--- config.mk ---
export PLATFORM = sky130hd
export DESIGN_NAME = tlik_post
export DESIGN_NICKNAME = d
export VERILOG_FILES = /design/src/design/tlik_pkg.sv /design/src/design/tlik_post.sv
export SDC_FILE = /design/constraint.sdc
export NUM_CORES = 2
export LEC_CHECK = 0
export BUFFER_PORTS_ARGS = -buffer_cell sky130_fd_sc_hd__buf_2
export CORE_MARGIN = 3
export CORE_UTILIZATION = 60
export CTS_BUF_LIST = sky130_fd_sc_hd__clkbuf_8
export DETAILED_ROUTE_END_ITERATION = 10
export GPL_TIMING_DRIVEN = 1
export PLACE_DENSITY_LB_ADDON = 0.08
export SYNTH_ARGS = -nofsm -noshare
export SYNTH_HDL_FRONTEND = slang
export SYNTH_SLANG_ARGS = --single-unit
export TNS_END_PERCENT = 50
--- constraint.sdc ---
create_clock -name clk -period 12.65 [get_ports clk]
set_input_delay 1.265 -clock clk [delete_from_list [all_inputs] [get_ports clk]]
set_output_delay 1.265 -clock clk [all_outputs]
set_load 0.01 [all_outputs]
--- src/design/tlik_pkg.sv ---
// Shared types, constants and the arctangent table for the two-link IK core.
// No dependencies.
`timescale 1ns / 1ps
package tlik_pkg;

  localparam int SQ_CELLS = 23;
  localparam logic [32:0] REACH_SQ = 33'd400000000;
  localparam logic [30:0] TWO_PI_Q28 = 31'd1686629713;
  localparam logic signed [35:0] HALF_TURN = 36'sd2147483648;
  localparam logic signed [35:0] QUARTER_TURN = 36'sd1073741824;

  typedef logic signed [33:0] ang_t;

  typedef struct packed {
    logic        unreach;
    logic        x_neg;
    logic        x_zero;
    logic [16:0] ax;
    logic [15:0] y;
  } pass_t;

  typedef struct packed {
    logic [45:0] rem_p;
    logic [45:0] rem_q;
    logic [45:0] root_p;
    logic [45:0] root_q;
  } sq_t;

  typedef struct packed {
    logic [39:0] a;
    logic [39:0] b;
    logic [33:0] z;
  } vec_t;

  typedef struct packed {
    logic unreach;
    logic x_neg;
    logic x_zero;
    vec_t hv;
    vec_t tv;
  } cd_t;

  // atan(2^-i), 2^32 units per turn
  function automatic ang_t atan_entry(input int i);
    case (i)
      0:       return 34'sh020000000;
      1:       return 34'sh012E4051D;
      2:       return 34'sh009FB385B;
      3:       return 34'sh0051111D4;
      4:       return 34'sh0028B0D43;
      5:       return 34'sh00145D7E1;
      6:       return 34'sh000A2F61E;
      7:       return 34'sh000517C55;
      8:       return 34'sh00028BE53;
      9:       return 34'sh000145F2F;
      10:      return 34'sh0000A2F98;
      11:      return 34'sh0000517CC;
      12:      return 34'sh000028BE6;
      13:      return 34'sh0000145F3;
      14:      return 34'sh00000A2F9;
      15:      return 34'sh00000517C;
      16:      return 34'sh0000028BE;
      17:      return 34'sh00000145F;
      18:      return 34'sh000000A2F;
      19:      return 34'sh000000517;
      20:      return 34'sh00000028B;
      21:      return 34'sh000000145;
      22:      return 34'sh0000000A2;
      23:      return 34'sh000000051;
      default: return '0;
    endcase
  endfunction

endpackage

--- src/design/tlik_post.sv ---
// Back end: joint angles, radian scaling with rounding, saturation, output register.
// Depends on tlik_pkg.
`timescale 1ns / 1ps
module tlik_post #(
  parameter int ANGLE_FRAC_BITS = 12
) (
  input  logic               clk,
  input  logic               rst_n,
  input  logic               in_valid,
  output logic               in_ready,
  input  tlik_pkg::cd_t      in_cd,
  output logic               out_valid,
  input  logic               out_ready,
  output logic [14:0]        upper_angle,
  output logic signed [13:0] lower_angle,
  output logic               unreachable
);
  import tlik_pkg::*;

  localparam int SH = 60 - ANGLE_FRAC_BITS;

  logic a_v_r, b_v_r, c_v_r;
  logic rdy_a, rdy_b, rdy_c;

  logic        a_unr_r, a_neg_u_r, a_neg_l_r;
  logic [33:0] a_mag_u_r, a_mag_l_r;
  logic        b_unr_r, b_neg_u_r, b_neg_l_r;
  logic [64:0] b_prod_u_r, b_prod_l_r;
  logic [14:0]        up_r, up_nxt;
  logic signed [13:0] lo_r, lo_nxt;
  logic               unr_r;

  logic signed [35:0] hz, ts, alpha, up_ang, lo_ang;
  logic [65:0]        rnd_u, rnd_l, r_u, r_l;

  function automatic logic [33:0] clamp_mag(input logic signed [35:0] v);
    logic [35:0] m;
    m = v[35] ? 36'(-v) : 36'(v);
    return (m > 36'h200000000) ? 34'h200000000 : m[33:0];
  endfunction

  assign rdy_c = !c_v_r || out_ready;
  assign rdy_b = !b_v_r || rdy_c;
  assign rdy_a = !a_v_r || rdy_b;
  assign in_ready = rdy_a;

  always_comb begin
    hz = 36'($signed(in_cd.hv.z));
    ts = in_cd.x_neg ? -36'($signed(in_cd.tv.z)) : 36'($signed(in_cd.tv.z));
    alpha = in_cd.x_zero ? hz : ts - QUARTER_TURN + hz;
    up_ang = HALF_TURN - alpha;
    lo_ang = (hz <<< 1) - QUARTER_TURN;
  end

  always_comb begin
    rnd_u = {1'b0, b_prod_u_r} + (66'd1 << (SH - 1));
    rnd_l = {1'b0, b_prod_l_r} + (66'd1 << (SH - 1));
    r_u = rnd_u >> SH;
    r_l = rnd_l >> SH;
    if (b_unr_r || b_neg_u_r) begin
      up_nxt = '0;
    end else if (r_u > 66'd32767) begin
      up_nxt = 15'd32767;
    end else begin
      up_nxt = r_u[14:0];
    end
    if (b_unr_r) begin
      lo_nxt = '0;
    end else if (b_neg_l_r) begin
      lo_nxt = (r_l > 66'd8192) ? -14'sd8192 : 14'(-$signed({1'b0, r_l[13:0]}));
    end else begin
      lo_nxt = (r_l > 66'd8191) ? 14'sd8191 : $signed(r_l[13:0]);
    end
  end

  always_ff @(posedge clk) begin
    if (!rst_n) begin
      a_v_r <= 1'b0;
      b_v_r <= 1'b0;
      c_v_r <= 1'b0;
    end else begin
      if (rdy_a) a_v_r <= in_valid;
      if (rdy_b) b_v_r <= a_v_r;
      if (rdy_c) c_v_r <= b_v_r;
    end
  end

  always_ff @(posedge clk) begin
    if (rdy_a && in_valid) begin
      a_unr_r <= in_cd.unreach;
      a_neg_u_r <= up_ang[35];
      a_neg_l_r <= lo_ang[35];
      a_mag_u_r <= clamp_mag(up_ang);
      a_mag_l_r <= clamp_mag(lo_ang);
    end
    if (rdy_b && a_v_r) begin
      b_unr_r <= a_unr_r;
      b_neg_u_r <= a_neg_u_r;
      b_neg_l_r <= a_neg_l_r;
      b_prod_u_r <= 65'(a_mag_u_r) * 65'(TWO_PI_Q28);
      b_prod_l_r <= 65'(a_mag_l_r) * 65'(TWO_PI_Q28);
    end
    if (rdy_c && b_v_r) begin
      up_r <= up_nxt;
      lo_r <= lo_nxt;
      unr_r <= b_unr_r;
    end
  end

  assign out_valid = c_v_r;
  assign upper_angle = up_r;
  assign lower_angle = lo_r;
  assign unreachable = unr_r;
endmodule

==> metrics.log <==
INFO  metric drt_pass1_iterations = 5
INFO  metric synth_seq_cells = roughly 140
INFO  metric worst_min_delay_path_class = reg -> reg
INFO  metric wire_length_of_the_first_global_routing_pass = 173 mm
INFO  metric drt_wl_total = 107 mm
INFO  metric finalWeightedCongestion = 0.935
INFO  metric growth_of_design_area_from_synthesis_to_finish = 4.22%
INFO  metric finalCriticalPeriod = a little under 9 ns
INFO  metric synth_seq_area_share = 9.42%
INFO  metric cts_max_path_buffers = 2
INFO  metric maxSlewHeadroom = 31.0%
INFO  metric cts_setup_buffers = 0
INFO  metric hpwl_reported_at_the_end_of_detailed_placement = 92.6 mm
INFO  metric post_route_cells_drive_above_1_share = 4.75%
INFO  metric clk_pin_slew = 0.13 ns
INFO  metric number_of_global_route_vias_before_repair = 32297
INFO  metric mappedNetlistArea = ~45000 µm²
INFO  metric portion_of_the_clock_cycle_consumed_by_the_worst_path_in_the_final_layout = around 70%
INFO  metric gate_count_after_technology_mapping = ~4700
INFO  metric grt_antenna_before_repair = 4
INFO  metric filler_cell_count = 6357
INFO  metric count_of_flip_flops_with_a_built_in_enable_after_synthesis = 139
INFO  metric clock-skew-final = 0.0311 ns
INFO  metric ant_nets = 0
INFO  metric tritoncts = yes
INFO  metric startpoint = in_cd[7]
INFO  metric area_of_the_core_region = 73600 µm²
INFO  metric syn-num-nets = 6472
INFO  metric synth_area_leaders = sky130_fd_sc_hd__fa_1, sky130_fd_sc_hd__ha_1, sky130_fd_sc_hd__inv_1
INFO  metric synth_largest_area_cell = sky130_fd_sc_hd__fa_1
INFO  metric synth-main-ff-cell = sky130_fd_sc_hd__edfxtp_1
INFO  metric grt_remaining_overflow = 0
INFO  metric layout.nets = around 6500
INFO  metric worst_setup_path_end_kind = flip-flop
INFO  metric largest_net_degree_at_the_start_of_global_routing = 71
INFO  metric worst_slew_pin_slew = 1.04 ns
INFO  metric io_pins = 267
INFO  metric setup-tns-final = 0 ns
INFO  metric ctsResizeCount = 0
INFO  metric buffer_ports.inserted = 106
INFO  metric dieArea = 78200 µm²
INFO  metric dr.first_iter.drc_count = 1779
INFO  metric grt_setup_unrepaired = no
INFO  metric die_w = 280 µm
INFO  metric worstSkewPairLatency = 0.55 ns
INFO  metric cts_hold_fix_bufs = 0
INFO  metric cts.root.buffer_cell = sky130_fd_sc_hd__clkbuf_8
INFO  metric critical_path.reg2reg.startpoint = a_mag_u_r[6]$_SDFFCE_PN0P_
INFO  metric route.vias.total = 31540
INFO  metric async_flop_share = 0%
INFO  metric setup_cp_type = in -> reg
INFO  metric timing.critical_path.cells = buf_2, or4_1, or4_1, or3_1, o21ai_0, xnor2_1, ha_1, ha_1, nand2_1, o21ai_0, nor2_1, a21o_1, a21o_1, xor2_1, a41oi_1, or4b_1, o31ai_1, a21boi_2, nor2_4, inv_1, a211oi_1, nor4_1, o2111ai_1, o22ai_1
INFO  metric crit_path_start_kind = primary input
INFO  metric cts_made_buffers = 17
INFO  metric htree_num_levels = 4
INFO  metric setup_violations = 0
INFO  metric min-delay-start = a_unr_r$_DFFE_PP_
INFO  metric std_cell_rows = 99
INFO  metric cts.sink_count = 142
INFO  metric status = complete, no violations
INFO  metric dieHeight = 280 µm
INFO  metric global_route.usage.total = 28.5%
INFO  metric timing.max_cap.violations = 0
INFO  metric post_drt_via_cell_ratio = about 5.6
INFO  metric timing.final.hold_violations = 0
INFO  metric synth_largest_type_area_fraction = 33.8%
INFO  metric initial_core_util = 61.1%
INFO  metric cp_arrival = between 9 and 10 ns
INFO  metric critical_path_required = 12.92 ns
INFO  metric wire_per_inst = 18.8 µm
INFO  metric worst_path_max_delay_cell = sky130_fd_sc_hd__or4b_1
INFO  metric critical_path.max_stage_delay = 0.64 ns
INFO  metric synthesis.yosys.warnings = 0
INFO  metric fmax = 0.113 GHz
INFO  metric drc = 0
INFO  metric syn_area_per_cell = 9.65 µm²
INFO  metric final_max_slew_viol_count = 0
INFO  metric yosysUniqueCellTypes = between 100 and 150
INFO  metric worstPathMaxFanout = 21
layout make-up:
class / instances / area (µm²) / share of cell area [%]
Inverter: 1255 / 4710 / 10.1
Tap cell: 959 / 1200 / 2.56
Sequential cell: 142 / 4230 / 9.04
Multi-Input combinational cell: 3176 / 35700 / 76.2
Timing Repair Buffer: 114 / 591 / 1.26
Antenna cell: 3 / 7.51 / 0.0160
Clock buffer: 17 / 234 / 0.500
Clock inverter: 15 / 188 / 0.401
metal layers:
layer	GRT usage [%]	routed length (µm)	vias to the layer above
met3	3.85	5680	123
met5	0	12	-
li1	-	-	15140
met4	6.61	2470	2
met1	41.2	49300	15487
met2	46.0	49600	788
critical path, delay by kind of cell:
kind	cells	cell delay, ns
buffers and inverters	2	0.58
xor gates and xnor gates	2	0.38
adders and majority gates	2	0.72
AOI/OAI and AO/OA	10	3.06
and+or+nand+nor	8	3.08
path summary, 6_finish.rpt:
path / end / slack [ns] / cells after the start
setup / recovery: a_mag_u_r[0]$_SDFFCE_PN0P_ / 3.80 / 24
hold / removal: b_unr_r$_DFFE_PP_ / 0.43 / 0
setup reg to reg: b_prod_u_r[64]$_DFFE_PP_ / 4.14 / 22
hold reg to reg: b_unr_r$_DFFE_PP_ / 0.43 / 0
metrics by stage:
stage                     util [%]  hold slack (ns)  area, µm²  setup WS [ns]  cells
final                         63.7            0.434      46800           3.80   5681
after floorplan                  -            0.400      44900           4.77   4655
after CTS                     63.6            0.437      46800           3.90   5678
after global routing          63.7            0.462      46800           3.16   5680
after global placement        63.1            0.401      46400           3.34   5646
after detailed placement      63.1            0.441      46400           3.35   5646
sequential cells by signal, summed over array words and instances, names as in the netlist:
register and count:
unreachable 1, a_neg_u_r 1, a_neg_l_r 1, b_prod_u_r 18, b_v_r 1, out_valid 1
a_v_r 1, lower_angle 14, b_prod_l_r 18, a_unr_r 1, b_neg_l_r 1, b_unr_r 1
a_mag_u_r 34, b_neg_u_r 1, a_mag_l_r 33, upper_angle 15
cell usage after synthesis (9+ instances only):
| cell | count |
|---|---|
| sky130_fd_sc_hd__a211oi_1 | 21 |
| sky130_fd_sc_hd__a21o_1 | 78 |
| sky130_fd_sc_hd__a21oi_1 | 156 |
| sky130_fd_sc_hd__a221oi_1 | 9 |
| sky130_fd_sc_hd__a31oi_1 | 29 |
| sky130_fd_sc_hd__and2_1 | 14 |
| sky130_fd_sc_hd__and3_1 | 32 |
| sky130_fd_sc_hd__and4_1 | 12 |
| sky130_fd_sc_hd__buf_1 | 9 |
| sky130_fd_sc_hd__clkbuf_1 | 62 |
| sky130_fd_sc_hd__edfxtp_1 | 139 |
| sky130_fd_sc_hd__fa_1 | 758 |
| sky130_fd_sc_hd__ha_1 | 824 |
| sky130_fd_sc_hd__inv_1 | 1254 |
| sky130_fd_sc_hd__mux2i_1 | 24 |
| sky130_fd_sc_hd__nand2_1 | 156 |
| sky130_fd_sc_hd__nand2b_1 | 19 |
| sky130_fd_sc_hd__nand3_1 | 73 |
| sky130_fd_sc_hd__nand4_1 | 35 |
| sky130_fd_sc_hd__nor2_1 | 203 |
| sky130_fd_sc_hd__nor2b_1 | 32 |
| sky130_fd_sc_hd__nor3_1 | 47 |
| sky130_fd_sc_hd__nor3b_1 | 10 |
| sky130_fd_sc_hd__nor4_1 | 27 |
| sky130_fd_sc_hd__o211a_1 | 10 |
| sky130_fd_sc_hd__o211ai_1 | 18 |
| sky130_fd_sc_hd__o21a_1 | 15 |
| sky130_fd_sc_hd__o21ai_0 | 90 |
| sky130_fd_sc_hd__o31ai_1 | 26 |
| sky130_fd_sc_hd__or2_2 | 22 |
| sky130_fd_sc_hd__or3_1 | 33 |
| sky130_fd_sc_hd__or4_1 | 18 |
| sky130_fd_sc_hd__xnor2_1 | 133 |
| sky130_fd_sc_hd__xor2_1 | 77 |
logic make-up (layout without fill, tap and decap cells):
family          after synthesis  count (layout)  share of synthesized area [%]
xor+xnor                    211             211                           4.13
simple gates                769             769                           8.81
mux                          30              30                          0.685
other cells                   0               3                              0
fa+ha+maj                  1582            1582                           56.7
compound gates              584             584                           8.98
flops                       142             142                           9.42
buf+inv                    1337            1401                           11.3
layout by cell type (no fill, tap or decap), drive strengths merged, types with 77 or more instances in the layout:
master / instances
xnor2: 134
nor2: 204
edfxtp: 139
a21oi: 158
fa: 758
buf: 114
xor2: 77
a21o: 78
nand2: 156
ha: 824
o21ai: 96
inv: 1261
Power is left out: the tool's default activity adds up to more than one toggle a clock period on the data nets, which glitch-free logic cannot reach.
