File: src/design/tlik_pkg.sv
// Shared types, constants and the arctangent table for the two-link IK core.
// No dependencies.
`timescale 1ns / 1ps
package tlik_pkg;

  localparam int SQ_CELLS = 23;
  localparam logic [32:0] REACH_SQ = 33'd400000000;
  localparam logic [30:0] TWO_PI_Q28 = 31'd1686629713;
  localparam logic signed [35:0] HALF_TURN = 36'sd2147483648;
  localparam logic signed [35:0] QUARTER_TURN = 36'sd1073741824;

  typedef logic signed [33:0] ang_t;

  typedef struct packed {
    logic        unreach;
    logic        x_neg;
    logic        x_zero;
    logic [16:0] ax;
    logic [15:0] y;
  } pass_t;

  typedef struct packed {
    logic [45:0] rem_p;
    logic [45:0] rem_q;
    logic [45:0] root_p;
    logic [45:0] root_q;
  } sq_t;

  typedef struct packed {
    logic [39:0] a;
    logic [39:0] b;
    logic [33:0] z;
  } vec_t;

  typedef struct packed {
    logic unreach;
    logic x_neg;
    logic x_zero;
    vec_t hv;
    vec_t tv;
  } cd_t;

  // atan(2^-i), 2^32 units per turn
  function automatic ang_t atan_entry(input int i);
    case (i)
      0:       return 34'sh020000000;
      1:       return 34'sh012E4051D;
      2:       return 34'sh009FB385B;
      3:       return 34'sh0051111D4;
      4:       return 34'sh0028B0D43;
      5:       return 34'sh00145D7E1;
      6:       return 34'sh000A2F61E;
      7:       return 34'sh000517C55;
      8:       return 34'sh00028BE53;
      9:       return 34'sh000145F2F;
      10:      return 34'sh0000A2F98;
      11:      return 34'sh0000517CC;
      12:      return 34'sh000028BE6;
      13:      return 34'sh0000145F3;
      14:      return 34'sh00000A2F9;
      15:      return 34'sh00000517C;
      16:      return 34'sh0000028BE;
      17:      return 34'sh00000145F;
      18:      return 34'sh000000A2F;
      19:      return 34'sh000000517;
      20:      return 34'sh00000028B;
      21:      return 34'sh000000145;
      22:      return 34'sh0000000A2;
      23:      return 34'sh000000051;
      default: return '0;
    endcase
  endfunction

endpackage

File: src/design/tlik_front.sv
// Front cell: squared distance, reach test and square-root operands.
// Depends on tlik_pkg.
`timescale 1ns / 1ps
module tlik_front (
  input  logic               clk,
  input  logic               rst_n,
  input  logic               in_valid,
  output logic               in_ready,
  input  logic signed [15:0] x_pos,
  input  logic [15:0]        y_pos,
  output logic               out_valid,
  input  logic               out_ready,
  output tlik_pkg::pass_t    out_pass,
  output tlik_pkg::sq_t      out_sq
);
  import tlik_pkg::*;

  logic               v_r;
  pass_t              pass_r, pass_nxt;
  sq_t                sq_r, sq_nxt;
  logic signed [31:0] xx;
  logic [31:0]        yy;
  logic [32:0]        s;
  logic [28:0]        d;

  always_comb begin
    xx = x_pos * x_pos;
    yy = y_pos * y_pos;
    s = {1'b0, xx} + {1'b0, yy};
    d = REACH_SQ[28:0] - s[28:0];
    pass_nxt.unreach = s > REACH_SQ;
    pass_nxt.x_neg = x_pos[15];
    pass_nxt.x_zero = x_pos == 16'sd0;
    pass_nxt.ax = x_pos[15] ? 17'(-{x_pos[15], x_pos}) : {1'b0, x_pos};
    pass_nxt.y = y_pos;
    sq_nxt.rem_p = {1'b0, s[28:0], 16'b0};
    sq_nxt.rem_q = {1'b0, d, 16'b0};
    sq_nxt.root_p = '0;
    sq_nxt.root_q = '0;
  end

  assign in_ready = !v_r || out_ready;

  always_ff @(posedge clk) begin
    if (!rst_n) begin
      v_r <= 1'b0;
    end else if (in_ready) begin
      v_r <= in_valid;
    end
  end

  always_ff @(posedge clk) begin
    if (in_ready && in_valid) begin
      pass_r <= pass_nxt;
      sq_r <= sq_nxt;
    end
  end

  assign out_valid = v_r;
  assign out_pass = pass_r;
  assign out_sq = sq_r;
endmodule

File: config.mk
export PLATFORM = sky130hd
export DESIGN_NAME = tlik_front
export DESIGN_NICKNAME = d
export VERILOG_FILES = /design/src/design/tlik_pkg.sv /design/src/design/tlik_front.sv
export SDC_FILE = /design/constraint.sdc
export NUM_CORES = 1
export LEC_CHECK = 0
export BUFFER_PORTS_ARGS = -buffer_cell sky130_fd_sc_hd__buf_2
export CAP_MARGIN = 20
export CORE_ASPECT_RATIO = 0.8
export CORE_UTILIZATION = 56
export DETAILED_ROUTE_END_ITERATION = 10
export PLACE_DENSITY = 0.81
export SYNTH_ARGS = -nofsm -noshare
export SYNTH_HDL_FRONTEND = slang
export SYNTH_SLANG_ARGS = --single-unit
File: constraint.sdc
create_clock -name clk -period 11.49 [get_ports clk]
set_input_delay 2.298 -clock clk [delete_from_list [all_inputs] [get_ports clk]]
set_output_delay 2.298 -clock clk [all_outputs]
set_load 0.1 [all_outputs]
==> flow_metrics.env, run 1 <==
export IMPL_outcome="finished clean"
export IMPL_drv_cap=0
export IMPL_coreArea_mm2=0.03828
export IMPL_yosys_warnings=0
export IMPL_drc=0
export IMPL_period_share_pct=98.41
export IMPL_totalWireLength_mm=47.54
export IMPL_synth_area_mm2=0.02174
export IMPL_gr_total_overflow=0
export IMPL_maxSlewViolCount=0
export IMPL_cts_tree="done"
export IMPL_antenna_found_initial=1
export IMPL_crit_type="in2reg"
export IMPL_dp_hpwl_mm=40.06
export IMPL_cp_startpoint="x_pos[1]"
export IMPL_grt_usage_pct=25.82
export IMPL_cts_sinks=94
export IMPL_finClkSkew_ps=17.29
export IMPL_ios=258
export IMPL_synth_top_cell_by_area="fa_1"
export IMPL_synthArstFlopShare_pct=0
export IMPL_r2r_start="out_valid"
export IMPL_rows=64
export IMPL_yosysMostFrequentCell="inv_1"
export IMPL_synth_top_area_share_pct=39.50
export IMPL_cp_required_ps=11640
export IMPL_fmax_mhz=88.44
export IMPL_drive_above_1_share_pct=16.40
export IMPL_n_antenna_cell=0
export IMPL_fp_dieW_um=222.3
export IMPL_ys_top_cells_by_count="inv_1 (603), fa_1 (429), ha_1 (200), nand2_1 (142), buf_4 (127)"
export IMPL_crit_path_end_kind="flop"
export IMPL_max_slew_margin_pct=36.63
export IMPL_cp_slowest_stage_delay_ps=620
export IMPL_cts_htree_levels=3
export IMPL_post_drt_via_cell_ratio=5.132
export IMPL_ys_flop_type="edfxtp_1"
export IMPL_die_y_um=178.2
export IMPL_gp_congestion=0.9027
export IMPL_path_clk_slew_ps=80
export IMPL_grt_max_degree=69
export IMPL_die_area_mm2=0.03962
export IMPL_grt_pass1_vias=17300
export IMPL_final_cell_area_mm2=0.02441
export IMPL_drtIter0Drc=858
export IMPL_synth_cell_types=69
export IMPL_critPathMostFrequentCell="fa_1"
export IMPL_worstMarginPinSlew_ps=950.6
export IMPL_rsz0062_at_grt="yes"
export IMPL_setup_viol_count_final=0
export IMPL_grt_pass1_wl_mm=80.39
export IMPL_yosys_top_cells_area="fa_1 (39%), edfxtp_1 (13%), ha_1 (12%)"
export IMPL_hold_viol_final=0
export IMPL_dr_pass1_iters=7
export IMPL_port_buffer_count=131
export IMPL_fin_crit_ps=11310
export IMPL_wire_per_inst_um=15.77
export IMPL_min_path_cells=2
export IMPL_hold_path_end="out_valid"
export IMPL_synthToLayoutAreaGrowth_pct=12.25
export IMPL_cts_root_buf="clkbuf_16"
export IMPL_critical_path_peak_fanout=9
export IMPL_dr_total_vias=15470
export IMPL_avgSynthCellArea_um2=9.668
export IMPL_r2r_end="out_pass[13]"
export IMPL_start_util_pct=56.81
export IMPL_synth_cells=2249
export IMPL_ys_ff_latch=94
export IMPL_cts_buffers=9
export IMPL_r2r_slack_ps=9400
export IMPL_holdCritStartpoint="out_valid"
export IMPL_cts_hold_buf=0
export IMPL_postRouteAntennaNets=0
export IMPL_rr_worst_depth=3
export IMPL_placed_area_mm2=0.02361
export IMPL_cpMaxStageDelayCell="fa_1"
export IMPL_synth_edff_count=93
export IMPL_fin_nets=3180
export IMPL_clk_latency_ps=400
export IMPL_clock_path_buffers=2
export IMPL_seq_area_frac_synth_pct=12.94
export IMPL_min_path_type="reg2reg"
export IMPL_cp_arrival_ps=11460
export IMPL_start_kind="input pin"
## layout by cell type, fill, tap and decap left out, drive strengths merged, types with 3 or more instances in the layout
master,n
xnor2,75
or4,5
ha,200
a31oi,5
mux2i,5
conb,126
o31ai,6
o21ai,36
a31o,4
buf,305
fa,429
nand3b,3
a21boi,3
clkbuf,11
or3,3
nor2,103
edfxtp,93
nor3,19
a211oi,8
o21a,12
and4,5
a21o,17
o211ai,7
or2,6
a211o,3
xor2,29
nor2b,17
nand4,6
a21oi,46
o41ai,5
and3,6
inv,605
nand3,23
nand2b,10
and2,104
o21bai,4
nand2,142
## what timing repair did
item                                    4_1_cts  5_1_grt
gates resized for setup                      12       76
pin swaps                                    14       48
buffers inserted                              2       10
endpoints found under the setup margin        5       14
## registers in the layout, indices dropped and copies added, names as in the netlist
register,count
out_sq,57
out_pass,36
out_valid,1
## layout make-up
type,count,area [um^2]
inverter,605,2275
timing repair buffer,306,1994
clock inverter,5,60.06
multi-input combinational,1499,16420
tap,495,619.3
fill,2983,13870
sequential,94,2813
clock buffer,10,229.0
## through the flow
stage | setup TNS, ps | std cells | utilization [%] | worst slack [ps] | hold slack (ps)
final | 0 | 3014 | 63.77 | 183.0 | 552.2
after global routing | -374.5 | 3014 | 63.77 | -109.9 | 615.4
after CTS | 0 | 3004 | 62.66 | 0.9317 | 556.1
after detailed placement | -4626 | 2987 | 61.68 | -609.8 | 543.3
after global placement | -2478 | 2987 | 61.68 | -392.4 | 508.6
after floorplan | 0 | 2374 | - | 3.157 | 1779
## worst max-delay path: cells and delay by family
| family | cells | cell delay [ps] |
|---|---|---|
| buffers and inverters | 10 | 900 |
| XOR/XNOR | 2 | 300 |
| AND/OR/NAND/NOR | 6 | 880 |
| AO/OA/AOI/OAI | 8 | 1530 |
| adder cells (fa/ha/maj) | 12 | 5530 |
## how the worst max path moves through the flow
stage	slack, ps	end	cells past startpoint
after floorplan	3	out_pass[35]	39
after CTS	0.9	out_pass[35]	35
after global placement	-390	out_pass[35]	37
after global routing	-110	out_sq[134]	38
final	180	out_sq[134]	38
after detailed placement	-610	out_pass[35]	37
## cells by family (layout without fill, tap and decap cells)
| kind of cell | Yosys count | count (layout) | synth area share [%] |
|---|---|---|---|
| buffers and inverters | 781 | 926 | 15.67 |
| XOR/XNOR | 104 | 104 | 4.189 |
| AO/OA/AOI/OAI | 177 | 177 | 5.524 |
| flip-flops | 94 | 94 | 12.94 |
| other | 1 | 126 | 0.01725 |
| adder cells (fa/ha/maj) | 629 | 629 | 51.01 |
| multiplexers | 6 | 6 | 0.2820 |
| AND/OR/NAND/NOR | 457 | 457 | 10.37 |
## per-layer routing
layer | part of all wire [%] | global-route usage (%) | routed length [um] | vias to the layer above
met4 | 2.1 | 7.465 | 1022 | 0
met3 | 5.9 | 5.090 | 2804 | 89
met2 | 51 | 45.69 | 24340 | 415
met5 | 0 | 0 | 0 | -
met1 | 41 | 32.18 | 19370 | 7911
li1 | - | - | - | 7054
Power of run 1 is not shown: default switching activity piles up to over one toggle a cycle in this logic, so the estimate is an artifact.
==> run 2: changes to the inputs <==
clock period = 9.86 ns   (was 11.49 ns; I/O delays follow)
==> run 2 against run 1 <==
Effect of this change:
- the flow now finishes with violations (setup timing)
- core utilization increased by 4.8 points
- clock-buffer cell count increased by 1
- worst setup slack worse by 1100 ps
- sequential cell count is the same
- final cell count increased by 5.1%
- register-to-register slack got worse by 1600 ps
- critical endpoint is now out_sq[136]
- highest routed layer unchanged
==> flow_metrics.env, run 2 (same netlist as run 1, synthesis figures left out) <==
export IMPL_outcome="finished, violations left"
export IMPL_violations="setup timing"
export IMPL_final_cell_mix="inv_1 (590), fa_1 (426), buf_4 (300)"
export IMPL_cts_sinks=94
export IMPL_crit_type="in2reg"
export IMPL_start_kind="input pin"
export IMPL_critPathMostFrequentCell="fa_1"
export IMPL_finClkSkew_ps=7.775
export IMPL_wire_per_inst_um=15.86
export IMPL_worst_slack_ps=-924.8
export IMPL_cp_slowest_stage_delay_ps=550
export IMPL_min_path_type="reg2reg"
export IMPL_clock_path_buffers=2
export IMPL_cts_hold_buf=0
export IMPL_r2r_end="out_sq[162]"
export IMPL_grt_usage_pct=27.42
export IMPL_rr_worst_depth=3
export IMPL_critical_path_peak_fanout=7
export IMPL_grt_pass1_wl_mm=84.97
export IMPL_fmax_mhz=92.72
export IMPL_cts_htree_levels=3
export IMPL_placed_area_mm2=0.02505
export IMPL_cts_buffers=9
export IMPL_fin_crit_ps=10780
export IMPL_fin_nets=3333
export IMPL_final_common_cell="inv_1"
export IMPL_dp_hpwl_mm=42.32
export IMPL_ios=258
export IMPL_final_cell_area_mm2=0.02624
export IMPL_hold_viol_final=0
export IMPL_gp_congestion=0.9072
export IMPL_port_buffer_count=131
export IMPL_gr_total_overflow=0
export IMPL_max_slew_margin_pct=53.54
export IMPL_drive_above_1_share_pct=24.06
export IMPL_maxSlewViolCount=0
export IMPL_totalWireLength_mm=50.26
export IMPL_dr_pass1_iters=4
export IMPL_min_path_cells=2
export IMPL_largest_reg_flops=57
export IMPL_grt_pass1_vias=18090
export IMPL_rows=64
export IMPL_post_drt_via_cell_ratio=5.036
export IMPL_clk_latency_ps=390
export IMPL_grt_max_degree=48
export IMPL_r2r_slack_ps=7760
export IMPL_cts_tree="done"
export IMPL_setup_viol_count_final=28
export IMPL_period_share_pct=109.4
export IMPL_start_util_pct=56.81
export IMPL_r2r_start="out_valid"
export IMPL_coreArea_mm2=0.03828
export IMPL_dr_total_vias=15960
export IMPL_synthToLayoutAreaGrowth_pct=20.69
export IMPL_crit_path_end_kind="flop"
export IMPL_antenna_found_initial=1
export IMPL_postRouteAntennaNets=0
export IMPL_cp_required_ps=10130
export IMPL_fp_dieW_um=222.3
export IMPL_cts_root_buf="clkbuf_16"
export IMPL_cp_arrival_ps=11050
export IMPL_hold_path_end="out_valid"
export IMPL_path_clk_slew_ps=70
export IMPL_die_area_mm2=0.03962
export IMPL_worstMarginPinSlew_ps=696.9
export IMPL_drv_cap=0
export IMPL_die_y_um=178.2
export IMPL_rsz0062_at_grt="yes"
export IMPL_holdCritStartpoint="out_valid"
export IMPL_cpMaxStageDelayCell="fa_1"
export IMPL_drc=0
export IMPL_drtIter0Drc=711
-- run 2: cell types whose count changed in the layout (fill, tap and decap cells not counted), sizes merged --
cell | previous run | this run
diode | 0 | 1
bufinv | 1 | 0
inv | 605 | 603
buf | 305 | 459
clkinv | 2 | 6
clkinvlp | 2 | 1
-- run 2: per-stage QoR --
stage / setup WS [ps] / hold slack, ps / setup TNS (ps) / util [%] / std cells
2_1_floorplan: -871.6 / 1779 / -10060 / - / 2374
3_3_place_gp: -1271 / 507.4 / -25300 / 65.43 / 3125
3_5_place_dp: -1520 / 532.8 / -30750 / 65.43 / 3125
4_1_cts: -828.8 / 545.0 / -12080 / 67.47 / 3160
5_1_grt: -1263 / 591.9 / -23210 / 68.56 / 3169
6_report: -924.8 / 539.8 / -13750 / 68.56 / 3169
-- run 2: routing by layer --
layer | track usage (%) | vias to the layer above | routed length [um]
li1 | - | 7362 | -
met2 | 48.90 | 435 | 26090
met5 | 0 | - | 0
met4 | 9.606 | 0 | 1461
met1 | 32.44 | 8049 | 19550
met3 | 6.589 | 112 | 3166
-- run 2: area by class of cell --
| class | instances | area, um^2 |
|---|---|---|
| antenna | 1 | 2.502 |
| clock buffer | 11 | 232.7 |
| clock inverter | 5 | 35.03 |
| fill | 2871 | 12030 |
| inverter | 605 | 2296 |
| multi-input combinational | 1499 | 16920 |
| sequential | 94 | 2813 |
| tap | 495 | 619.3 |
| timing repair buffer | 459 | 3323 |
-- run 2: worst max-delay path, delay by kind of cell --
family                     cells  cell delay, ps
xor gates and xnor gates       1             180
AOI/OAI and AO/OA              6            1280
buffers and inverters          8             570
adders and majority gates     12            5210
and+or+nand+nor               11            1790
-- run 2: repair_timing --
action	CTS	global route
cloned	0	0
endpoints found under the setup margin	29	34
setup buffers	20	14
pin swaps	39	44
resized for setup	89	79
-- run 2: worst max-delay path by stage --
stage | slack (ps) | cells after the start | from | endpoint
final | -920 | 38 | x_pos[7] | out_sq[136]
after floorplan | -870 | 38 | x_pos[2] | out_pass[35]
after CTS | -830 | 39 | x_pos[1] | out_sq[136]
after global routing | -1260 | 38 | x_pos[7] | out_sq[136]
after global placement | -1270 | 36 | x_pos[1] | out_sq[135]
after detailed placement | -1520 | 36 | x_pos[1] | out_sq[135]
Power of run 2 is left out for the same reason.
