[config.mk]
export PLATFORM = sky130hd
export DESIGN_NAME = tlik_cordic_cell
export DESIGN_NICKNAME = d
export VERILOG_FILES = /design/src/design/tlik_pkg.sv /design/src/design/tlik_cordic_cell.sv
export SDC_FILE = /design/constraint.sdc
export NUM_CORES = 1
export LEC_CHECK = 0
export ABC_AREA = 1
export BUFFER_PORTS_ARGS = -buffer_cell sky130_fd_sc_hd__buf_2
export CORE_MARGIN = 2
export CORE_UTILIZATION = 50
export DETAILED_ROUTE_END_ITERATION = 10
export PLACE_DENSITY = 0.79
export SETUP_SLACK_MARGIN = 0.2
export SLEW_MARGIN = 20
export SYNTH_ARGS = -nofsm -noshare
export SYNTH_HDL_FRONTEND = slang
export SYNTH_SLANG_ARGS = --single-unit
[constraint.sdc]
create_clock -name clk -period 18 [get_ports clk]
set_input_delay 1.8 -clock clk [delete_from_list [all_inputs] [get_ports clk]]
set_output_delay 1.8 -clock clk [all_outputs]
set_load 0.02 [all_outputs]
[src/design/tlik_pkg.sv]
// Shared types, constants and the arctangent table for the two-link IK core.
// No dependencies.
`timescale 1ns / 1ps
package tlik_pkg;

  localparam int SQ_CELLS = 23;
  localparam logic [32:0] REACH_SQ = 33'd400000000;
  localparam logic [30:0] TWO_PI_Q28 = 31'd1686629713;
  localparam logic signed [35:0] HALF_TURN = 36'sd2147483648;
  localparam logic signed [35:0] QUARTER_TURN = 36'sd1073741824;

  typedef logic signed [33:0] ang_t;

  typedef struct packed {
    logic        unreach;
    logic        x_neg;
    logic        x_zero;
    logic [16:0] ax;
    logic [15:0] y;
  } pass_t;

  typedef struct packed {
    logic [45:0] rem_p;
    logic [45:0] rem_q;
    logic [45:0] root_p;
    logic [45:0] root_q;
  } sq_t;

  typedef struct packed {
    logic [39:0] a;
    logic [39:0] b;
    logic [33:0] z;
  } vec_t;

  typedef struct packed {
    logic unreach;
    logic x_neg;
    logic x_zero;
    vec_t hv;
    vec_t tv;
  } cd_t;

  // atan(2^-i), 2^32 units per turn
  function automatic ang_t atan_entry(input int i);
    case (i)
      0:       return 34'sh020000000;
      1:       return 34'sh012E4051D;
      2:       return 34'sh009FB385B;
      3:       return 34'sh0051111D4;
      4:       return 34'sh0028B0D43;
      5:       return 34'sh00145D7E1;
      6:       return 34'sh000A2F61E;
      7:       return 34'sh000517C55;
      8:       return 34'sh00028BE53;
      9:       return 34'sh000145F2F;
      10:      return 34'sh0000A2F98;
      11:      return 34'sh0000517CC;
      12:      return 34'sh000028BE6;
      13:      return 34'sh0000145F3;
      14:      return 34'sh00000A2F9;
      15:      return 34'sh00000517C;
      16:      return 34'sh0000028BE;
      17:      return 34'sh00000145F;
      18:      return 34'sh000000A2F;
      19:      return 34'sh000000517;
      20:      return 34'sh00000028B;
      21:      return 34'sh000000145;
      22:      return 34'sh0000000A2;
      23:      return 34'sh000000051;
      default: return '0;
    endcase
  endfunction

endpackage

[src/design/tlik_cordic_cell.sv]
// One vectoring CORDIC cell; rotates the knee and the target vectors together.
// Depends on tlik_pkg.
`timescale 1ns / 1ps
module tlik_cordic_cell #(
  parameter int I = 0
) (
  input  logic          clk,
  input  logic          rst_n,
  input  logic          in_valid,
  output logic          in_ready,
  input  tlik_pkg::cd_t in_cd,
  output logic          out_valid,
  input  logic          out_ready,
  output tlik_pkg::cd_t out_cd
);
  import tlik_pkg::*;

  localparam ang_t TAB = atan_entry(I);

  logic v_r;
  cd_t  cd_r, cd_nxt;

  function automatic vec_t rotate(input vec_t v);
    logic signed [39:0] a, b, da, db;
    logic signed [33:0] z;
    vec_t               r;
    a = $signed(v.a);
    b = $signed(v.b);
    z = $signed(v.z);
    da = b >>> I;
    db = a >>> I;
    if (!b[39]) begin
      a = a + da;
      b = b - db;
      z = z + TAB;
    end else begin
      a = a - da;
      b = b + db;
      z = z - TAB;
    end
    r.a = a;
    r.b = b;
    r.z = z;
    return r;
  endfunction

  always_comb begin
    cd_nxt = in_cd;
    cd_nxt.hv = rotate(in_cd.hv);
    cd_nxt.tv = rotate(in_cd.tv);
  end

  assign in_ready = !v_r || out_ready;

  always_ff @(posedge clk) begin
    if (!rst_n) begin
      v_r <= 1'b0;
    end else if (in_ready) begin
      v_r <= in_valid;
    end
  end

  always_ff @(posedge clk) begin
    if (in_ready && in_valid) begin
      cd_r <= cd_nxt;
    end
  end

  assign out_valid = v_r;
  assign out_cd = cd_r;
endmodule

==> metrics.txt, run 1 <==
# TYPE chip_impl_metric gauge
chip_impl_metric{name="vias_in_the_first_global_route",unit=""} 26500
chip_impl_metric{name="netlist-cell-type-count",unit=""} 48
chip_impl_metric{name="synth-edff-count",unit=""} 229
chip_impl_metric{name="timing_hold_violations_final",unit=""} 0
chip_impl_metric{name="placement.cell_area",unit="um^2"} 28400
chip_impl_metric{name="yosys_warnings",unit=""} 0
chip_impl_metric{name="timing.critical_path.required",unit="ps"} 16200
chip_impl_metric{name="power-per-cell-area",unit="nW/um^2"} 73.0
chip_impl_metric{name="antenna_found_initial",unit=""} 0
chip_impl_info{name="crit_path_frequent_cell",value="sky130_fd_sc_hd__buf_2"} 1
chip_impl_metric{name="detail_route.drc_violations",unit=""} 0
chip_impl_metric{name="ys_async_sr_fraction",unit="%"} 0
chip_impl_metric{name="dr.pass1.iters",unit=""} 10
chip_impl_metric{name="post_synth.cell_area_avg",unit="um^2"} 6.59
chip_impl_metric{name="worst-slew-pin-transition",unit="ps"} 991
chip_impl_info{name="critical-path-slowest-cell",value="sky130_fd_sc_hd__buf_2"} 1
chip_impl_info{name="critical_path.startpoint_type",value="input port"} 1
chip_impl_metric{name="finish.cell_count_without_fillers",unit=""} 5027
chip_impl_metric{name="clk_path_buf_depth",unit=""} 3
chip_impl_metric{name="cts_sinks",unit=""} 230
chip_impl_metric{name="area_delta_synth_final",unit="%"} 13.3
chip_impl_metric{name="detail-route-antenna-nets",unit=""} 0
chip_impl_info{name="worstHoldPathType",value="reg2reg"} 1
chip_impl_metric{name="drt_iter0_markers",unit=""} 3179
chip_impl_metric{name="die_height",unit="um"} 232
chip_impl_metric{name="post_route_cells_drive_above_1_share",unit="%"} 16.3
chip_impl_metric{name="finalNetCount",unit=""} 4821
chip_impl_metric{name="globalRouteTotalUtil",unit="%"} 35.5
chip_impl_metric{name="fill_cells",unit=""} 5168
chip_impl_metric{name="maximum_vdd_drop",unit="mV"} 0.0754
chip_impl_metric{name="antenna-diode-count",unit=""} 0
chip_impl_metric{name="count_of_cells_resized_by_post_cts_repair",unit=""} 0
chip_impl_metric{name="cp_data_arrival_time",unit="ps"} 2240
chip_impl_metric{name="post_cts_hold_buffer_count",unit=""} 0
chip_impl_metric{name="power.static_leakage",unit="nW"} 15.2
chip_impl_metric{name="final_report_max_slew_violation_count",unit=""} 0
chip_impl_info{name="synth_top_cell_by_area",value="sky130_fd_sc_hd__edfxtp_1"} 1
chip_impl_metric{name="ys_ff_latch",unit=""} 230
chip_impl_metric{name="initial_core_util",unit="%"} 50.5
chip_impl_metric{name="vias",unit=""} 27800
chip_impl_metric{name="final.period_utilization",unit="%"} 22.4
chip_impl_metric{name="grt_start_max_net_pins",unit=""} 166
chip_impl_metric{name="clk_pin_slew",unit="ps"} 60
chip_impl_metric{name="postLayoutCoreUtil",unit="%"} 57.2
chip_impl_info{name="worstPathCellList",value="buf_2 > inv_1 > nand2_1 > buf_2"} 1
chip_impl_metric{name="synth_nets",unit=""} 4428
chip_impl_metric{name="synth_sequential_area_ratio",unit="%"} 26.6
chip_impl_metric{name="synth_cells",unit=""} 3933
chip_impl_metric{name="dp_hpwl",unit="um"} 80700
chip_impl_metric{name="fmaxAchievable",unit="MHz"} 248
chip_impl_metric{name="drv.max_cap_violation_count",unit=""} 0
chip_impl_metric{name="grt_overflow_total",unit=""} 0
chip_impl_metric{name="cts_made_buffers",unit=""} 27
chip_impl_info{name="outcome",value="completed"} 1
chip_impl_info{name="synth.area.top_cells",value="sky130_fd_sc_hd__edfxtp_1 27%, sky130_fd_sc_hd__nand2_1 17%, sky130_fd_sc_hd__ha_1 12%"} 1
chip_impl_metric{name="vias_per_cell",unit=""} 5.53
chip_impl_metric{name="wl_per_cell",unit="um"} 19.4
chip_impl_info{name="synthFlopType",value="sky130_fd_sc_hd__edfxtp_1"} 1
chip_impl_metric{name="postCtsSetupRepairBufs",unit=""} 0
chip_impl_metric{name="gpl.final_weighted_congestion",unit=""} 1.08
chip_impl_info{name="rsz_0062_raised_after_global_routing",value="false"} 1
chip_impl_metric{name="insertion_delay_of_the_later_clocked_pin_in_the_worst_skew_pair",unit="ps"} 600
chip_impl_metric{name="cts-htree-levels",unit=""} 1
chip_impl_metric{name="pre_cts_ws",unit="ps"} 13460
chip_impl_metric{name="io-pin-count",unit=""} 468
chip_impl_info{name="top_delay_family_on_crit_path",value="buffers and inverters"} 1
chip_impl_metric{name="setup-tns-final",unit="ps"} 0
chip_impl_metric{name="synth_top_area_share",unit="%"} 26.5
chip_impl_metric{name="dieWidth",unit="um"} 232
chip_impl_metric{name="crit_path_max_incr_delay",unit="ps"} 170
chip_impl_info{name="criticalPathCategory",value="in2out"} 1
chip_impl_metric{name="setup-violations-final",unit=""} 0
chip_impl_metric{name="final_area",unit="um^2"} 29400
chip_impl_info{name="critPathCaptureType",value="output pin"} 1
chip_impl_metric{name="core_region_area",unit="um^2"} 51300
chip_impl_metric{name="numPlacedInstances",unit=""} 4977
chip_impl_metric{name="layout_setup_ws",unit="ps"} 13960
chip_impl_metric{name="worst-path-max-fanout",unit=""} 2
chip_impl_info{name="clockRootBuffer",value="sky130_fd_sc_hd__clkbuf_16"} 1
chip_impl_metric{name="detail_route.wirelength",unit="um"} 97600
chip_impl_metric{name="critical_path_buf_inv_count",unit=""} 3
chip_impl_metric{name="finClkSkew",unit="ps"} 10.5
chip_impl_metric{name="grt_first_pass_wirelength",unit="um"} 147000
chip_impl_metric{name="relSlewSlack",unit="%"} 33.9
chip_impl_metric{name="die-area",unit="um^2"} 53700
chip_impl_metric{name="placement.io_buffers",unit=""} 467
chip_impl_metric{name="number_of_core_rows",unit=""} 83
chip_impl_info{name="tritoncts",value="yes"} 1
chip_impl_metric{name="cell_area_after_synthesis",unit="um^2"} 25900
chip_impl_metric{name="finalCriticalPeriod",unit="ps"} 4040
## worst reg2reg max path, cell delays in order (launching register included)
cell,delay [ps]
sky130_fd_sc_hd__dfxtp_1,350
sky130_fd_sc_hd__a21oi_4,180
sky130_fd_sc_hd__buf_12,670
sky130_fd_sc_hd__buf_4,810
## registers in the layout, summed over array words and instances (netlist names)
signal,cells
out_cd,229
out_valid,1
## per-stage QoR
| stage | hold slack (ps) | power [mW] |
|---|---|---|
| 2_1_floorplan | 729 | 1.26 |
| 3_3_place_gp | 536 | 1.51 |
| 3_5_place_dp | 575 | 1.52 |
| 4_1_cts | 585 | 2.13 |
| 5_1_grt | 622 | 2.25 |
| 6_report | 583 | 2.14 |
## layout make-up
| class | instances | area [um^2] | area share, % |
|---|---|---|---|
| Timing Repair Buffer | 474 | 2400 | 8.18 |
| Inverter | 609 | 2290 | 7.78 |
| Sequential cell | 230 | 6900 | 23.5 |
| Tap cell | 680 | 851 | 2.90 |
| Multi-Input combinational cell | 2984 | 16000 | 54.3 |
| Clock inverter | 20 | 274 | 0.933 |
| Clock buffer | 30 | 697 | 2.37 |
## kinds of logic after synthesis
kind of cell               count (synthesis)  share of synthesized area, %
adders and majority gates                260                          12.8
AOI/OAI and AO/OA                        625                          12.8
xor gates and xnor gates                  64                          2.16
and+or+nand+nor                         2033                          33.7
buffers and inverters                    719                          11.8
muxes                                      2                        0.0773
DFF                                      230                          26.6
## final timing paths
path | from | end | slack [ps] | cells past startpoint
max | out_ready | in_ready | 13960 | 4
min | out_valid | out_valid | 580 | 2
max reg2reg | out_valid | out_cd[147] | 15580 | 3
min reg2reg | out_valid | out_valid | 580 | 2
## metal layers
layer	part of all wire [%]	vias to the layer above	global-route usage (%)
met3	7.8	305	4.08
met1	39	12700	43.1
met4	6.5	0	19.5
met2	47	1424	61.1
li1	-	13400	-
met5	0	-	0
## layout by cell type (no fill, tap or decap), types with 6 or more instances in the layout
master                       count
sky130_fd_sc_hd__nand2_1      1145
sky130_fd_sc_hd__inv_1         580
sky130_fd_sc_hd__buf_2         467
sky130_fd_sc_hd__nand3_1       355
sky130_fd_sc_hd__nor2_1        315
sky130_fd_sc_hd__a21oi_1       290
sky130_fd_sc_hd__ha_1          252
sky130_fd_sc_hd__edfxtp_1      229
sky130_fd_sc_hd__o21ai_0       210
sky130_fd_sc_hd__nor2_2         67
sky130_fd_sc_hd__xor2_1         62
sky130_fd_sc_hd__o21ai_1        46
sky130_fd_sc_hd__nand2_2        44
sky130_fd_sc_hd__inv_2          28
sky130_fd_sc_hd__clkbuf_16      27
sky130_fd_sc_hd__nor3_1         23
sky130_fd_sc_hd__nand4_1        23
sky130_fd_sc_hd__o21bai_1       21
sky130_fd_sc_hd__o22ai_1        15
sky130_fd_sc_hd__nand3_2        13
sky130_fd_sc_hd__nand3b_1       12
sky130_fd_sc_hd__a31oi_1        12
sky130_fd_sc_hd__nor2_4          9
sky130_fd_sc_hd__a21oi_2         9
sky130_fd_sc_hd__or2_1           9
sky130_fd_sc_hd__fa_1            8
sky130_fd_sc_hd__and2_1          7
sky130_fd_sc_hd__clkinvlp_4      6
sky130_fd_sc_hd__buf_4           6
## synthesized netlist by cell type, types with 14 or more instances
library cell               number
sky130_fd_sc_hd__inv_1        580
sky130_fd_sc_hd__ha_1         252
sky130_fd_sc_hd__inv_2         27
sky130_fd_sc_hd__xor2_1        62
sky130_fd_sc_hd__edfxtp_1     229
sky130_fd_sc_hd__buf_4         57
sky130_fd_sc_hd__nor2_1       315
sky130_fd_sc_hd__buf_2         14
sky130_fd_sc_hd__nand2_2       44
sky130_fd_sc_hd__o21ai_0      210
sky130_fd_sc_hd__nand2_1     1145
sky130_fd_sc_hd__o21ai_1       46
sky130_fd_sc_hd__nor2_2        67
sky130_fd_sc_hd__clkbuf_1      16
sky130_fd_sc_hd__a21oi_1      291
sky130_fd_sc_hd__o21bai_1      21
sky130_fd_sc_hd__nor3_1        23
sky130_fd_sc_hd__nand4_1       23
sky130_fd_sc_hd__nand3_1      355
sky130_fd_sc_hd__o22ai_1       15
sky130_fd_sc_hd__buf_6         18
## power breakdown
| group | switching [mW] | internal, mW | leakage [nW] |
|---|---|---|---|
| Combinational | 0.602 | 0.247 | 12.5 |
| Clock | 0.257 | 0.356 | 0.458 |
| Sequential | 0.0173 | 0.665 | 2.23 |
| Total | 0.877 | 1.27 | 15.2 |
(Power assumes the default switching activity.)
==> run 2, diff against run 1 <==
--- a/config.mk
+++ b/config.mk
@@ -5,12 +5,12 @@
 export SDC_FILE = /design/constraint.sdc
 export NUM_CORES = 1
 export LEC_CHECK = 0
-export ABC_AREA = 1
+export ABC_AREA = 0
 export BUFFER_PORTS_ARGS = -buffer_cell sky130_fd_sc_hd__buf_2
 export CORE_MARGIN = 2
 export CORE_UTILIZATION = 50
 export DETAILED_ROUTE_END_ITERATION = 10
-export PLACE_DENSITY = 0.79
+export PLACE_DENSITY = 0.84
 export SETUP_SLACK_MARGIN = 0.2
 export SLEW_MARGIN = 20
 export SYNTH_ARGS = -nofsm -noshare
==> constraint.sdc (replaced) <==
create_clock -name clk -period 3.3 [get_ports clk]
set_input_delay 0.33 -clock clk [delete_from_list [all_inputs] [get_ports clk]]
set_output_delay 0.33 -clock clk [all_outputs]
set_load 0.02 [all_outputs]
==> metrics.txt, run 2 <==
# TYPE chip_impl_metric gauge
chip_impl_info{name="crit-reg2reg-launch",value="out_valid"} 1
chip_impl_info{name="synthFlopType",value="sky130_fd_sc_hd__edfxtp_1"} 1
chip_impl_metric{name="initial_core_util",unit="%"} 50.7
chip_impl_metric{name="postLayoutCoreUtil",unit="%"} 71.0
chip_impl_metric{name="yosys_warnings",unit=""} 0
chip_impl_info{name="critical-path-slowest-cell",value="sky130_fd_sc_hd__fa_2"} 1
chip_impl_info{name="criticalPathCategory",value="in2reg"} 1
chip_impl_metric{name="cts_sinks",unit=""} 230
chip_impl_metric{name="detail-route-antenna-nets",unit=""} 0
chip_impl_metric{name="number_of_core_rows",unit=""} 74
chip_impl_metric{name="finClkSkew",unit="ps"} 12.2
chip_impl_info{name="worstPathCellList",value="buf_2 > inv_1 > ha_1 > fa_2 > nand4b_1 > a31o_2 > nand2_1 > a311oi_1 > o41a_1 > o21a_2 > o21ai_2 > a21oi_1 > o211ai_1 > o21ai_0 > xnor2_1"} 1
chip_impl_metric{name="synth_cells",unit=""} 2341
chip_impl_metric{name="placement.io_buffers",unit=""} 467
chip_impl_metric{name="wl_per_cell",unit="um"} 22.4
chip_impl_info{name="reg2reg_to",value="out_cd[70]"} 1
chip_impl_metric{name="cp_data_arrival_time",unit="ps"} 3390
chip_impl_metric{name="clk_pin_slew",unit="ps"} 60
chip_impl_metric{name="cell_area_after_synthesis",unit="um^2"} 20800
chip_impl_metric{name="finalNetCount",unit=""} 3768
chip_impl_metric{name="maximum_vdd_drop",unit="mV"} 0.348
chip_impl_metric{name="cts-htree-levels",unit=""} 1
chip_impl_info{name="top_delay_family_on_crit_path",value="compound AO/OA/AOI/OAI gates"} 1
chip_impl_metric{name="synth_nets",unit=""} 2836
chip_impl_metric{name="power-per-cell-area",unit="nW/um^2"} 412
chip_impl_metric{name="synth_top_area_share",unit="%"} 33.1
chip_impl_metric{name="insertion_delay_of_the_later_clocked_pin_in_the_worst_skew_pair",unit="ps"} 590
chip_impl_metric{name="fill_cells",unit=""} 3159
chip_impl_metric{name="flip_flop_count_of_the_largest_register_after_layout",unit=""} 229
chip_impl_metric{name="post_synth.cell_area_avg",unit="um^2"} 8.87
chip_impl_metric{name="die-area",unit="um^2"} 43200
chip_impl_metric{name="clk_path_buf_depth",unit=""} 3
chip_impl_metric{name="final_area",unit="um^2"} 29000
chip_impl_info{name="outcome",value="completed"} 1
chip_impl_metric{name="antenna_found_initial",unit=""} 14
chip_impl_info{name="synth_common_cells",value="281 x sky130_fd_sc_hd__a21oi_1, 252 x sky130_fd_sc_hd__ha_1, 232 x sky130_fd_sc_hd__inv_1"} 1
chip_impl_metric{name="final.period_utilization",unit="%"} 92.8
chip_impl_info{name="worst_setup_path_startpoint",value="in_cd[148]"} 1
chip_impl_metric{name="crit_path_max_incr_delay",unit="ps"} 390
chip_impl_metric{name="io-pin-count",unit=""} 468
chip_impl_info{name="tritoncts",value="yes"} 1
chip_impl_metric{name="setup-violations-final",unit=""} 0
chip_impl_metric{name="core_region_area",unit="um^2"} 40900
chip_impl_metric{name="detail_route.wirelength",unit="um"} 85900
chip_impl_metric{name="area_delta_synth_final",unit="%"} 39.9
chip_impl_metric{name="die_height",unit="um"} 208
chip_impl_metric{name="finalCriticalPeriod",unit="ps"} 3060
chip_impl_metric{name="netlist-cell-type-count",unit=""} 79
chip_impl_metric{name="power.static_leakage",unit="nW"} 13.7
chip_impl_metric{name="worst-slew-pin-transition",unit="ps"} 1010
chip_impl_metric{name="vias_in_the_first_global_route",unit=""} 22300
chip_impl_metric{name="final_report_max_slew_violation_count",unit=""} 0
chip_impl_metric{name="globalRouteTotalUtil",unit="%"} 37.5
chip_impl_metric{name="crit_cells",unit=""} 15
chip_impl_metric{name="synth-edff-count",unit=""} 229
chip_impl_metric{name="detail_route.drc_violations",unit=""} 0
chip_impl_metric{name="regToRegSetupSlack",unit="ps"} 1380
chip_impl_metric{name="fmaxAchievable",unit="MHz"} 326
chip_impl_metric{name="timing.reg2reg.worst_path_depth",unit=""} 3
chip_impl_metric{name="vias",unit=""} 22700
chip_impl_metric{name="dieWidth",unit="um"} 208
chip_impl_info{name="critPathCaptureType",value="flip-flop"} 1
chip_impl_metric{name="ys_async_sr_fraction",unit="%"} 0
chip_impl_metric{name="multi_input_comb_area",unit="um^2"} 13000
chip_impl_metric{name="critical_path_buf_inv_count",unit=""} 2
chip_impl_metric{name="vias_per_cell",unit=""} 5.91
chip_impl_metric{name="cts_made_buffers",unit=""} 27
chip_impl_info{name="critical_path.startpoint_type",value="input port"} 1
chip_impl_metric{name="gpl.final_weighted_congestion",unit=""} 1.00
chip_impl_info{name="layout.cells.most_common_list",value="473 x sky130_fd_sc_hd__buf_4, 463 x sky130_fd_sc_hd__buf_2, 270 x sky130_fd_sc_hd__a21oi_1"} 1
chip_impl_metric{name="drv.max_cap_violation_count",unit=""} 0
chip_impl_metric{name="dp_hpwl",unit="um"} 67500
chip_impl_metric{name="finalPower",unit="mW"} 12.0
chip_impl_metric{name="timing.hold.worst_path_depth",unit=""} 2
chip_impl_info{name="synth.area.top_cells",value="sky130_fd_sc_hd__edfxtp_1 33%, sky130_fd_sc_hd__ha_1 15%, sky130_fd_sc_hd__a21oi_1 6.8%"} 1
chip_impl_metric{name="ys_ff_latch",unit=""} 230
chip_impl_info{name="synth_top_cell_by_area",value="sky130_fd_sc_hd__edfxtp_1"} 1
chip_impl_info{name="most_frequent_standard_cell_in_the_layout_excluding_fill_and_tap_cells",value="sky130_fd_sc_hd__buf_4"} 1
chip_impl_info{name="rsz_0062_raised_after_global_routing",value="true"} 1
chip_impl_metric{name="placement.cell_area",unit="um^2"} 27000
chip_impl_info{name="cp-endpoint",value="out_cd[182]"} 1
chip_impl_metric{name="timing.critical_path.required",unit="ps"} 3630
chip_impl_metric{name="worst-path-max-fanout",unit=""} 3
chip_impl_metric{name="synth_sequential_area_ratio",unit="%"} 33.2
chip_impl_metric{name="relSlewSlack",unit="%"} 31.9
chip_impl_metric{name="timing_hold_violations_final",unit=""} 0
chip_impl_metric{name="dr.pass1.iters",unit=""} 7
chip_impl_info{name="worstHoldPathType",value="in2reg"} 1
chip_impl_metric{name="grt_overflow_total",unit=""} 0
chip_impl_metric{name="drt_iter0_markers",unit=""} 2452
chip_impl_info{name="clockRootBuffer",value="sky130_fd_sc_hd__clkbuf_16"} 1
chip_impl_info{name="post-synth-top-count-cell",value="sky130_fd_sc_hd__a21oi_1"} 1
chip_impl_metric{name="layout.area.seq",unit="um^2"} 6900
chip_impl_metric{name="grt_first_pass_wirelength",unit="um"} 128000
chip_impl_metric{name="post_route_cells_drive_above_1_share",unit="%"} 33.1
chip_impl_metric{name="grt_start_max_net_pins",unit=""} 81
==> run 2: changes by cell type in the layout (fill, tap and decap cells not counted), sizes merged, moves of 39 or more <==
| cell | previous run | this run |
|---|---|---|
| nand2 | 1191 | 115 |
| buf | 474 | 946 |
| inv | 613 | 236 |
| nand3 | 368 | 26 |
| nor2 | 391 | 204 |
| xnor2 | 2 | 137 |
| o21ai | 259 | 145 |
| a21o | 5 | 78 |
| dlygate4sd3 | 0 | 63 |
| mux2i | 2 | 44 |
| xor2 | 62 | 23 |
==> run 2: per-stage QoR <==
stage,hold slack (ps),instances,setup slack (ps),TNS [ps]
floorplan,429,2341,188,0
global placement,507,3702,-421,-14880
detailed placement,508,3702,-580,-20730
CTS,61.8,3816,201,0
global route,84.5,3829,160,0
finish,76.2,3833,237,0
==> run 2: report_power, final <==
part	switching [mW]	leakage (nW)	internal (mW)
Sequential	0.149	2.22	3.71
Clock	1.39	0.424	1.73
Combinational	2.94	11.1	2.04
Total	4.48	13.7	7.48
==> run 2: how the worst min path moves through the flow <==
stage | from | to | slack, ps
6_report | in_cd[143] | out_cd[143] | 80
3_3_place_gp | in_cd[118] | out_cd[118] | 510
4_1_cts | in_cd[143] | out_cd[143] | 60
3_5_place_dp | in_cd[140] | out_cd[140] | 510
5_1_grt | in_cd[143] | out_cd[143] | 80
2_1_floorplan | in_cd[0] | out_cd[0] | 430
==> run 2: per-layer routing <==
| metal | vias to the layer above | routed length, um | global-route usage, % | part of all wire, % |
|---|---|---|---|---|
| met2 | 1435 | 40700 | 63.7 | 47 |
| met3 | 303 | 7750 | 5.39 | 9.0 |
| met4 | 10 | 4340 | 16.1 | 5.1 |
| met5 | - | 69 | 0 | 0.080 |
| met1 | 10700 | 33000 | 47.7 | 38 |
| li1 | 10300 | - | - | - |
==> run 2: what timing repair did <==
item | 4_1_cts | 5_1_grt
gates resized for setup | 11 | 90
buffers inserted | 1 | 10
pin swaps | 4 | 25
endpoints found under the hold margin | 62 | 0
hold buffers | 63 | 0
setup endpoints to repair | 22 | 51
cloned | 0 | 0
==> run 2: kinds of logic after synthesis <==
kind of cell / after synthesis / share of synthesized area [%]
and+or+nand+nor: 527 / 11.9
AOI/OAI and AO/OA: 770 / 23.5
xor gates and xnor gates: 160 / 6.75
adders and majority gates: 260 / 16.0
DFF: 230 / 33.2
muxes: 45 / 2.18
buffers and inverters: 349 / 6.52
==> run 2: final cells by class <==
cell class	count	area share (%)
clock buffers	34	2.49
well taps	532	2.29
multi-input cells	1762	44.7
clock inverters	16	0.577
repair buffers	1009	23.0
inverters	243	3.15
flip-flops and latches	230	23.7
diodes	7	0.0603
